## config.mk

```make
export PLATFORM = sky130hd
export DESIGN_NAME = keypad_override_autorepeat_core
export DESIGN_NICKNAME = d
export VERILOG_FILES = /design/src/rtl/kpd_ar_pkg.sv /design/src/rtl/keypad_override_autorepeat_core.sv
export SDC_FILE = /design/constraint.sdc
export NUM_CORES = 1
export LEC_CHECK = 0
export ABC_CLOCK_PERIOD_IN_PS = 24200
export BUFFER_PORTS_ARGS = -buffer_cell sky130_fd_sc_hd__buf_2
export CAP_MARGIN = 20
export CORE_MARGIN = 2
export CORE_UTILIZATION = 62
export DETAILED_ROUTE_END_ITERATION = 10
export PLACE_DENSITY = 0.91
export SLEW_MARGIN = 15
export SYNTH_ARGS = -nofsm -noshare
export SYNTH_HDL_FRONTEND = slang
export SYNTH_SLANG_ARGS = --single-unit
```

## constraint.sdc

```tcl
create_clock -name clk -period 24.2 [get_ports clk]
set_clock_uncertainty 0.1 [all_clocks]
set_input_delay 4.84 -clock clk [delete_from_list [all_inputs] [get_ports clk]]
set_output_delay 4.84 -clock clk [all_outputs]
set_load 0.02 [all_outputs]
```

## src/rtl/kpd_ar_pkg.sv

```systemverilog
// Shared types, constants and key table for the keypad override and autorepeat core.
// No dependencies; imported by the core and by its checker.

package kpd_ar_pkg;

    // Key table size, group override masks and special bits of word two
    localparam int          TABLE_KEYS = 14;
    localparam logic [31:0] GRP_MASK0  = 32'h0000_000C;
    localparam logic [31:0] GRP_MASK1  = 32'h1F1F_0300;
    localparam logic [31:0] RO_FLAG    = 32'h0002_0000;
    localparam logic [31:0] REMOTE_BIT = 32'h0004_0000;
    localparam logic [15:0] LEN_MAX    = 16'hFFFF;

    // Register reset values
    localparam logic [3:0]  ALT_KEY_RESET      = 4'd1;
    localparam logic [15:0] FIRST_DELAY_RESET  = 16'd500;
    localparam logic [15:0] REPEAT_DELAY_RESET = 16'd175;

    // Configuration register indexes
    localparam logic [1:0] CFG_ALT_KEY      = 2'd0;
    localparam logic [1:0] CFG_REMOTE_EN    = 2'd1;
    localparam logic [1:0] CFG_FIRST_DELAY  = 2'd2;
    localparam logic [1:0] CFG_REPEAT_DELAY = 2'd3;

    // Input word operations
    typedef enum logic [2:0] {
        MODE_SCAN          = 3'd0,
        MODE_VPRESS        = 3'd1,
        MODE_VRELEASE      = 3'd2,
        MODE_RELEASE_ALL   = 3'd3,
        MODE_CLEAR_REPEAT  = 3'd4
    } mode_t;

    // One result word
    typedef struct packed {
        logic [31:0] word0;
        logic [31:0] word1;
        logic [31:0] word2;
        logic [3:0]  pressed;
        logic [3:0]  clicked;
        logic [3:0]  rpt_key;
        logic        level;
        logic [15:0] pulse_len;
        logic        pulse_done;
    } res_t;

    // Switch bits of key k (1-based); zero for keys outside the table
    function automatic logic [31:0] key_mask(input logic [3:0] k);
        logic [31:0] m;
        case (k)
            4'd1:    m = 32'h1000_0000;
            4'd2:    m = 32'h0000_0100;
            4'd3:    m = 32'h0000_0200;
            4'd4:    m = 32'h0010_0000;
            4'd5:    m = 32'h0002_0000;
            4'd6:    m = 32'h0008_0000;
            4'd7:    m = 32'h0200_0000;
            4'd8:    m = 32'h0400_0000;
            4'd9:    m = 32'h0001_0000;
            4'd10:   m = 32'h0100_0000;
            4'd11:   m = 32'h0004_0000;
            4'd12:   m = 32'h0800_0000;
            4'd13:   m = 32'h0000_000C;
            4'd14:   m = 32'h0000_0004;
            default: m = 32'h0000_0000;
        endcase
        return m;
    endfunction

    // Word group of key k: 1 for word one, 0 for word zero
    function automatic logic key_grp(input logic [3:0] k);
        return (k >= 4'd1) && (k <= 4'd12);
    endfunction

    // Active low: a key is held when every one of its bits reads zero
    function automatic logic key_held(input logic [31:0] w0, input logic [31:0] w1,
                                      input logic [3:0] k);
        logic [31:0] w;
        w = key_grp(k) ? w1 : w0;
        return (w & key_mask(k)) == 32'h0;
    endfunction

endpackage

```

## src/rtl/keypad_override_autorepeat_core.sv

```systemverilog
// Keypad override and autorepeat core: top level.
// Depends on kpd_ar_pkg (key table, result type, codes).

// Front end for a 14-key active-low switch matrix. Each input word is either
// a scan tick (mode 0) carrying the three raw switch words, or a command that
// edits the virtual-press mask (press, release, release all) or drops the
// autorepeat key. Every input word gives exactly one result word; commands give
// an all-zero result. The block takes one input word per clock while in_stall is
// low, and the result is registered: all the work is a single combinational pass
// from the accepted input and the held state into an output
// register. A second (skid) result register lets the input keep flowing for one
// more word while the output is stalled, so in_stall rises only when both result
// registers are full. Sustained rate is one word per cycle whenever the consumer
// takes words. Configuration writes land at once and are meant for idle times.
// Only the previous scan (scan0_reg, scan1_reg) is kept for click detection; the
// virtual mask of word two never changes, so only words zero and one hold a mask.

module keypad_override_autorepeat_core #(
    parameter int KEY_COUNT        = 14,
    parameter int PULSE_COUNT_BITS = 16
) (
    input  logic        clk,
    input  logic        rst_n,
    // Configuration write port
    input  logic        cfg_we,
    input  logic [1:0]  cfg_index,
    input  logic [15:0] cfg_data,
    // Input channel
    input  logic        in_valid,
    output logic        in_stall,
    input  logic [2:0]  mode,
    input  logic [3:0]  key_index,
    input  logic [31:0] raw_word0,
    input  logic [31:0] raw_word1,
    input  logic [31:0] raw_word2,
    input  logic        override_on,
    input  logic [31:0] now_ms,
    // Output channel
    output logic        out_valid,
    input  logic        out_stall,
    output logic [31:0] out_word0,
    output logic [31:0] out_word1,
    output logic [31:0] out_word2,
    output logic [3:0]  pressed_key,
    output logic [3:0]  clicked_key,
    output logic [3:0]  repeat_key,
    output logic        remote_level,
    output logic [15:0] remote_pulse_len,
    output logic        remote_pulse_done
);

    import kpd_ar_pkg::*;

    // Keys beyond the table do not exist
    localparam int          KEY_LIM   = (KEY_COUNT < TABLE_KEYS) ? KEY_COUNT : TABLE_KEYS;
    localparam logic [3:0]  KEY_LIM_V = 4'(KEY_LIM);
    localparam logic [PULSE_COUNT_BITS-1:0] TICK_SAT = '1;

    // Configuration registers
    logic [3:0]  alt_key_reg;
    logic        remote_en_reg;
    logic [15:0] first_delay_reg;
    logic [15:0] repeat_delay_reg;

    // Block state
    logic [31:0] scan0_reg, scan0_next;
    logic [31:0] scan1_reg, scan1_next;
    logic [31:0] vmask0_reg, vmask0_next;
    logic [31:0] vmask1_reg, vmask1_next;
    logic [3:0]  rpt_key_reg, rpt_key_next;
    logic [31:0] rpt_time_reg, rpt_time_next;
    logic        rpt_started_reg, rpt_started_next;
    logic [PULSE_COUNT_BITS-1:0] ticks_reg, ticks_next;

    // Result buffering
    logic  out_valid_reg, out_valid_next;
    logic  skid_valid_reg, skid_valid_next;
    res_t  out_reg, skid_reg;
    res_t  res;

    logic  in_acc;
    logic  out_acc;

    assign in_stall = skid_valid_reg;
    assign in_acc   = in_valid && !skid_valid_reg;
    assign out_acc  = out_valid_reg && !out_stall;

    function automatic logic key_ok(input logic [3:0] k);
        return (k >= 4'd1) && (k <= KEY_LIM_V);
    endfunction

    // Configuration writes
    always_ff @(posedge clk or negedge rst_n)
    begin
        if (!rst_n)
        begin
            alt_key_reg      <= ALT_KEY_RESET;
            remote_en_reg    <= 1'b0;
            first_delay_reg  <= FIRST_DELAY_RESET;
            repeat_delay_reg <= REPEAT_DELAY_RESET;
        end
        else if (cfg_we)
        begin
            unique case (cfg_index)
                CFG_ALT_KEY:      alt_key_reg      <= cfg_data[3:0];
                CFG_REMOTE_EN:    remote_en_reg    <= cfg_data[0];
                CFG_FIRST_DELAY:  first_delay_reg  <= cfg_data;
                CFG_REPEAT_DELAY: repeat_delay_reg <= cfg_data;
                default:          ;
            endcase
        end
    end

    // One pass over the accepted word: mask commands, merge, encode, autorepeat, pulse timer
    always_comb
    begin
        logic [31:0] w2;
        logic [31:0] ticks32;
        logic [31:0] dt;
        logic [31:0] lim;
        logic [3:0]  pk;
        logic [3:0]  ck;
        logic        lvl;

        scan0_next       = scan0_reg;
        scan1_next       = scan1_reg;
        vmask0_next      = vmask0_reg;
        vmask1_next      = vmask1_reg;
        rpt_key_next     = rpt_key_reg;
        rpt_time_next    = rpt_time_reg;
        rpt_started_next = rpt_started_reg;
        ticks_next       = ticks_reg;
        res              = '0;

        w2      = raw_word2;
        ticks32 = 32'(ticks_reg);
        dt      = now_ms - rpt_time_reg;
        lim     = rpt_started_reg ? 32'(repeat_delay_reg) : 32'(first_delay_reg);
        lvl     = (raw_word2 & REMOTE_BIT) != 32'h0;
        pk      = 4'd0;
        ck      = 4'd0;

        // Scan for the first held and first newly held key, last to first
        for (int k = KEY_LIM; k >= 1; k--)
        begin
            if (key_held(raw_word0, raw_word1, 4'(k)))
                pk = 4'(k);
            if (key_held(raw_word0, raw_word1, 4'(k))
                && !key_held(scan0_reg, scan1_reg, 4'(k)))
                ck = 4'(k);
        end

        if (in_acc)
        begin
            unique case (mode)
                MODE_VPRESS:
                begin
                    if (key_ok(key_index))
                    begin
                        if (key_grp(key_index))
                            vmask1_next = vmask1_reg & ~key_mask(key_index);
                        else
                            vmask0_next = vmask0_reg & ~key_mask(key_index);
                    end
                end
                MODE_VRELEASE:
                begin
                    if (key_ok(key_index))
                    begin
                        if (key_grp(key_index))
                            vmask1_next = vmask1_reg | key_mask(key_index);
                        else
                            vmask0_next = vmask0_reg | key_mask(key_index);
                    end
                end
                MODE_RELEASE_ALL:
                begin
                    vmask0_next = vmask0_reg | GRP_MASK0;
                    vmask1_next = vmask1_reg | GRP_MASK1;
                end
                MODE_CLEAR_REPEAT:
                    rpt_key_next = 4'd0;
                MODE_SCAN:
                begin
                    scan0_next = raw_word0;
                    scan1_next = raw_word1;

                    // Merge virtual presses, or force the alternate key's bits high in word one
                    if (override_on)
                    begin
                        res.word0 = (raw_word0 | GRP_MASK0) & (~GRP_MASK0 | vmask0_reg);
                        res.word1 = (raw_word1 | GRP_MASK1) & (~GRP_MASK1 | vmask1_reg);
                    end
                    else
                    begin
                        res.word0 = raw_word0;
                        res.word1 = raw_word1;
                        if (key_ok(alt_key_reg))
                            res.word1 = raw_word1 | key_mask(alt_key_reg);
                    end

                    // Remote pulse timer: count while high, report on the falling level
                    if (lvl)
                    begin
                        if (ticks_reg != TICK_SAT)
                            ticks_next = ticks_reg + 1'b1;
                    end
                    else if (ticks_reg != '0)
                    begin
                        res.pulse_len  = (ticks32 > 32'(LEN_MAX)) ? LEN_MAX : ticks32[15:0];
                        res.pulse_done = 1'b1;
                        ticks_next     = '0;
                    end
                    res.level = lvl;
                    res.word2 = w2 & ~(RO_FLAG | (remote_en_reg ? REMOTE_BIT : 32'h0));

                    res.pressed = pk;
                    res.clicked = ck;

                    // Autorepeat follows the raw scan
                    if (ck != 4'd0)
                    begin
                        rpt_key_next     = ck;
                        rpt_started_next = 1'b0;
                        rpt_time_next    = now_ms;
                        res.rpt_key      = ck;
                    end
                    else if (key_ok(rpt_key_reg)
                             && key_held(raw_word0, raw_word1, rpt_key_reg))
                    begin
                        if (!dt[31] && (dt > lim))
                        begin
                            rpt_started_next = 1'b1;
                            rpt_time_next    = now_ms;
                            res.rpt_key      = rpt_key_reg;
                        end
                    end
                    else
                        rpt_key_next = 4'd0;
                end
                default: ;
            endcase
        end
    end

    // Result buffer control: fill the output register first, spill to skid when stalled
    always_comb
    begin
        out_valid_next  = out_valid_reg;
        skid_valid_next = skid_valid_reg;
        if (!out_valid_reg || out_acc)
        begin
            if (skid_valid_reg)
            begin
                out_valid_next  = 1'b1;
                skid_valid_next = 1'b0;
            end
            else
                out_valid_next = in_acc;
        end
        else if (in_acc)
            skid_valid_next = 1'b1;
    end

    always_ff @(posedge clk or negedge rst_n)
    begin
        if (!rst_n)
        begin
            scan0_reg       <= '0;
            scan1_reg       <= '0;
            vmask0_reg      <= GRP_MASK0;
            vmask1_reg      <= GRP_MASK1;
            rpt_key_reg     <= '0;
            rpt_time_reg    <= '0;
            rpt_started_reg <= 1'b0;
            ticks_reg       <= '0;
            out_valid_reg   <= 1'b0;
            skid_valid_reg  <= 1'b0;
        end
        else
        begin
            scan0_reg       <= scan0_next;
            scan1_reg       <= scan1_next;
            vmask0_reg      <= vmask0_next;
            vmask1_reg      <= vmask1_next;
            rpt_key_reg     <= rpt_key_next;
            rpt_time_reg    <= rpt_time_next;
            rpt_started_reg <= rpt_started_next;
            ticks_reg       <= ticks_next;
            out_valid_reg   <= out_valid_next;
            skid_valid_reg  <= skid_valid_next;
        end
    end

    // Result payload: no reset needed
    always_ff @(posedge clk)
    begin
        if (!out_valid_reg || out_acc)
            out_reg <= skid_valid_reg ? skid_reg : res;
        if (out_valid_reg && !out_acc && in_acc)
            skid_reg <= res;
    end

    assign out_valid         = out_valid_reg;
    assign out_word0         = out_reg.word0;
    assign out_word1         = out_reg.word1;
    assign out_word2         = out_reg.word2;
    assign pressed_key       = out_reg.pressed;
    assign clicked_key       = out_reg.clicked;
    assign repeat_key        = out_reg.rpt_key;
    assign remote_level      = out_reg.level;
    assign remote_pulse_len  = out_reg.pulse_len;
    assign remote_pulse_done = out_reg.pulse_done;

endmodule

```

==> metrics, run 1 <==
Via density=5.96; antenna violations before repair=13; WP buf/inv=4; pre-CTS setup slack=13.32 ns; Reg clk slew, reported paths=0.06 ns; cts repair resizes=0; Synth Flop Type=edfxtp_1; die footprint=0.0306 sq mm; Critical Path Fanout Max=19; gpl congestion=0.891; status=complete, no violations; mapped cell area=0.0181 sq mm; worst setup path class=input port to flop; register area share after synthesis=0.582; Fillers=1867; TritonCTS clock tree=done; routed wire length=43300 um; Yosys warning count=0; Synth async-reset ratio=0.324; final worst slack=13.80 ns; maximum level of the CTS H-tree=2; WL per Instance=19.6 um; Worst-Margin Slew=1.05 ns; Final Max Tran Viols=0; Placement Rows=62; Levels on crit path=25; first-pass GRT wire length=69000 um; final non-filler cell total=2208; Iteration-0 DRC Markers=1082; Commonest cells post-synth=250 x edfxtp_1, 159 x nand2_1, 126 x a21o_1; Worst Reg-to-Reg Cells=23; Slowest Stage Delay on Critical Path=0.87 ns; syn_area_per_cell=12.0 sq um; period utilization=0.430; drt pass-1 iters=5; post-synth net total=1739; Setup crit start kind=input port; fin nets=2008; Final Hold Fails=0; total grt overflow=0; synth top area cells=edfxtp_1 41%, dfrtp_1 13%, a21o_1 5.2%, ha_1 4.4%, dfstp_2 3.9%; CTS Buf Count=38; Slew headroom=0.300; Peak VDD IR=89.1 uV; CP delay by family, top=compound AO/OA/AOI/OAI gates; Starting Density=0.631; largest net degree at the start of global routing=94; CTS root buf=clkbuf_16; final setup vio count=0; Hold Path Depth=2; post-synthesis cell count=1515; Total GRT Usage=0.283; vias in the first global route=13200; pwr/cell area=91.9 mW/mm^2; EDFF count, synth=250; maxcap violations=0; Netlist cell types=80; WP data required=24.52 ns; number of placed I/O pins=287; port bufs=284; clk sinks=370; Die Ht=175 um; Worst Setup End Kind=flop; Die X=175 um; flops & latches, synth=370; top cell type by total area after synthesis=edfxtp_1; minimum clock period=10.40 ns; CP max stage cell=a211oi_4; Tot Pwr=1.95 mW; most frequent cell after synthesis=edfxtp_1; setup total negative slack=0 ns; CORE AREA=0.0287 sq mm; Worst-Skew Late Latency=0.54 ns; max FFs per register=125; post-detailed-route count of antenna-violating nets=0; Synth top area share=0.415; routed vias=13200; Area Overhead vs Synth=17.2%; # Post-CTS Setup Buffers=0; # DRC=0; share of cells above drive strength 1=0.265; fmax=0.0962 GHz; maximum root-to-sink buffer count=3; Hold Crit Class=flop to flop; hpwl dp=30200 um; RSZ-0062 raised after global routing=false; worst endpoint data arrival time=10.72 ns; static leakage=9.81 nW; placed cell count=2127; CTS Hold Buffers Added=0
-- cells by family after synthesis --
family / Yosys count / share of synthesized area
AND/OR/NAND/NOR: 465 / 0.132
flip-flops: 370 / 0.582
AO/OA/AOI/OAI: 367 / 0.136
buffers and inverters: 124 / 0.0276
multiplexers: 95 / 0.0634
adder cells (fa/ha/maj): 65 / 0.0453
XOR/XNOR: 28 / 0.0135
other: 1 / 0.000207
-- per-layer routing --
layer,up-vias,part of all wire,GRT usage
met5,-,0.00058,0
met4,6,0.037,0.111
met3,122,0.069,0.0481
met2,568,0.51,0.495
met1,6403,0.39,0.351
li1,6053,-,-
-- worst paths after layout --
check | endpoint | slack, ns | start
setup / recovery | rpt_time_reg[0] | 13.80 | now_ms[0]
hold / removal | scan1_reg[18] | 0.38 | scan1_reg[18]
setup reg to reg | rpt_time_reg[0] | 17.91 | rpt_time_reg[0]
hold reg to reg | scan1_reg[18] | 0.38 | scan1_reg[18]
max in group asynchronous | in_stall | 18.25 | rst_n
min in group asynchronous | repeat_delay_reg[4] | 4.21 | rst_n
-- worst min-delay path, cell delays in order (launching register included) --
cell	delay [ns]
dfrtp_1	0.35
nand2_1	0.05
nand2_1	0.05
-- area by class of cell --
cell class,count,area (sq um),share of cell area
antenna,11,27.5,0.00130
clock buffer,49,1020,0.0482
inverter,59,221,0.0104
tap,384,480,0.0226
multi-input combinational,1021,7090,0.334
clock inverter,20,312,0.0147
sequential,370,10500,0.497
timing repair buffer,294,1520,0.0716
-- metrics by stage --
stage	hold WS [ns]	cell area, sq um	util
after global routing	0.400	21200	0.739
final	0.383	21200	0.739
after CTS	0.378	21200	0.737
after floorplan	0.338	18100	-
after detailed placement	0.364	19800	0.691
after global placement	0.355	19800	0.691
-- power breakdown --
part	leakage [nW]	internal, mW	switching [mW]	total (mW)
Combinational	5.29	0.218	0.304	0.521
Clock	0.639	0.367	0.246	0.614
Sequential	3.88	0.765	0.0503	0.815
Total	9.81	1.35	0.600	1.95
-- cells in the final DEF, fill, tap and decap left out, types with 27 or more instances in the layout --
cell       count
nand2_1      158
a21o_1       126
nor2_1        69
ha_1          64
mux2_2        42
a21oi_1       84
and2_1        98
mux2_4        29
dfrtp_1       92
clkbuf_16     38
buf_2        283
edfxtp_1     250
o21ai_0       59
inv_1         59
dfstp_2       27
No activity file was read; power rests on OpenSTA's default activity.
==> run 2: changes to the inputs <==
- ABC_CLOCK_PERIOD_IN_PS: 24200 -> 8500
- CORE_UTILIZATION: 62 -> 52
- PLACE_DENSITY: 0.91 -> 0.82
- clock period: 24.2 -> 8.5 ns (I/O delays scaled with it)
==> run 2 against run 1 <==
First-iteration DRC count shrank 21%; register-to-register slack lost 16 ns; non-clock buffer count is the same; critical endpoint is now rpt_time_reg[24]; largest power group unchanged; highest routed layer unchanged.
==> metrics, run 2 (synthesized netlist as in run 1, its figures left out) <==
Iteration-0 DRC Markers=859 (-21%); Worst Reg-to-Reg Cells=23 (unchanged); largest net degree at the start of global routing=94 (unchanged); Critical Path Fanout Max=18 (-1); Slowest Stage Delay on Critical Path=0.92 ns (+0.05 ns); Final Max Tran Viols=0 (unchanged); Reg clk slew, reported paths=0.06 ns (about the same); max FFs per register=125 (unchanged); minimum clock period=7.09 ns; met3 WL=2870 um (-3.7%); number of placed I/O pins=287 (unchanged); Worst-Margin Slew=1.13 ns (+0.0796 ns); port bufs=284 (unchanged); worst endpoint data arrival time=7.43 ns (-3.29 ns); static leakage=9.78 nW (-0.26%); maximum level of the CTS H-tree=2 (unchanged); status=complete, no violations; Setup crit start kind=input port; P_sw=1.66 mW (+180%); period utilization=0.834; share of cells above drive strength 1=0.261 (-0.00427); placed cell count=2198 (+3.3%); M1 wire length=17000 um (+1.9%); clock network fraction of total power=0.311 (-0.004); TritonCTS clock tree=done; hpwl dp=29300 um (-2.9%); start of the worst register-to-register path=rpt_time_reg[0]; R2R Setup Slk=2.31 ns (-15.60 ns); commonest non-fill, non-tap cell in the layout=buf_2; # Post-CTS Setup Buffers=0 (unchanged); Sw Share=0.304 (-0.00418); total grt overflow=0 (unchanged); Worst Setup End Kind=flop; hold_sp=scan1_reg[16]; antenna violations before repair=12 (-1); die footprint=0.0363 sq mm (+19%); first-pass GRT wire length=65200 um (-5.6%); routed vias=12800 (-2.3%); Worst-Skew Late Latency=0.56 ns (+0.02 ns); maximum root-to-sink buffer count=3 (unchanged); CTS Buf Count=38 (unchanged); final non-filler cell total=2276 (+3.1%); CP max stage cell=a211oi_4; r2r endpoint=rpt_time_reg[24]; pwr/cell area=257 mW/mm^2 (+180%); Worst Setup SP=now_ms[0]; gpl congestion=0.913 (+2.4%); Die Ht=191 um (+9.0%); RSZ-0062 raised after global routing=false; Final Hold Fails=0 (unchanged); most frequent cells in the layout=283 x buf_2, 250 x edfxtp_1, 158 x nand2_1; cts repair resizes=0 (unchanged); Die X=191 um (+9.0%); fmax=0.141 GHz; Placement Rows=68 (+9.7%); Hold Crit Class=flop to flop; Area Overhead vs Synth=17.3%; Highest Signal Layer=met5; Peak VDD IR=168 uV (+89%); final setup vio count=0 (unchanged); CTS root buf=clkbuf_16; post-detailed-route count of antenna-violating nets=0 (unchanged); Via density=5.64 (-5.3%); clk sinks=370 (unchanged); CORE AREA=0.0345 sq mm (+20%); Met2 Wirelength=20100 um (-8.7%); Comb power frac=0.266 (about the same); maxcap violations=0 (unchanged); WP data required=8.84 ns (-15.68 ns); # DRC=0 (unchanged); setup total negative slack=0 ns (unchanged); fin nets=2008 (unchanged); Starting Density=0.525 (-0.105); WL per Instance=18.3 um (-6.6%); drt pass-1 iters=8 (+3); Slew headroom=0.247 (-0.0532); CTS Hold Buffers Added=0 (unchanged); worst setup path class=input port to flop; Flop pwr share=0.423 (+0.005); Total GRT Usage=0.228 (-0.0549); vias in the first global route=12700 (-4.4%); Power Internal=3.81 mW (+180%); routed wire length=41700 um (-3.7%); Worst Setup EP=rpt_time_reg[24]
run 2: changes by cell type in the layout (fill, tap and decap cells not counted), sizes merged:
cell,previous run,this run
bufinv,6,5
clkbuf,49,48
clkinv,11,12
clkinvlp,3,1
diode,11,9
inv,59,61
run 2: worst min-delay path by stage:
stage | endpoint | slack [ns] | depth (start not counted)
6_report | scan1_reg[16] | 0.37 | 2
5_1_grt | vmask1_reg[24] | 0.39 | 2
4_1_cts | scan1_reg[16] | 0.38 | 2
3_5_place_dp | scan1_reg[17] | 0.36 | 2
3_3_place_gp | scan1_reg[16] | 0.35 | 2
2_1_floorplan | scan1_reg[16] | 0.34 | 2
run 2: stage by stage:
step / utilization / setup WS (ns) / area [sq um] / power [mW] / hold WS (ns)
5_1_grt: 0.616 / 1.11 / 21200 / 5.75 / 0.392
3_5_place_dp: 0.578 / 0.961 / 19900 / 3.78 / 0.360
3_3_place_gp: 0.578 / 1.17 / 19900 / 3.73 / 0.351
6_report: 0.616 / 1.41 / 21200 / 5.47 / 0.373
2_1_floorplan: - / 2.05 / 18100 / 3.38 / 0.338
4_1_cts: 0.615 / 1.52 / 21200 / 5.50 / 0.376
run 2: area by class of cell:
| type | instances | area, sq um |
|---|---|---|
| fillers | 2719 | 13200 |
| clock buffers | 48 | 1030 |
| repair buffers | 294 | 1520 |
| diodes | 9 | 22.5 |
| multi-input cells | 1021 | 7100 |
| flip-flops and latches | 370 | 10500 |
| well taps | 455 | 569 |
| clock inverters | 20 | 235 |
| inverters | 59 | 221 |
run 2: worst max-delay path: cells and delay by family:
family	cells	cell delay, ns
AO/OA/AOI/OAI	10	2.59
AND/OR/NAND/NOR	6	0.99
adder cells (fa/ha/maj)	3	0.95
buffers and inverters	4	0.67
multiplexers	1	0.34
XOR/XNOR	1	0.17
run 2: power groups by stage:
stage	Combinational, mW	Sequential [mW]	Clock [mW]
2_1_floorplan	1.01	2.37	0
3_3_place_gp	1.39	2.33	0
3_5_place_dp	1.44	2.34	0
4_1_cts	1.45	2.31	1.74
5_1_grt	1.61	2.34	1.80
6_report	1.46	2.31	1.70
run 2: routing by layer:
metal	GRT usage	vias to the layer above
li1	-	6084
met1	0.285	6186
met2	0.379	453
met3	0.0464	112
met4	0.111	8
met5	0	-
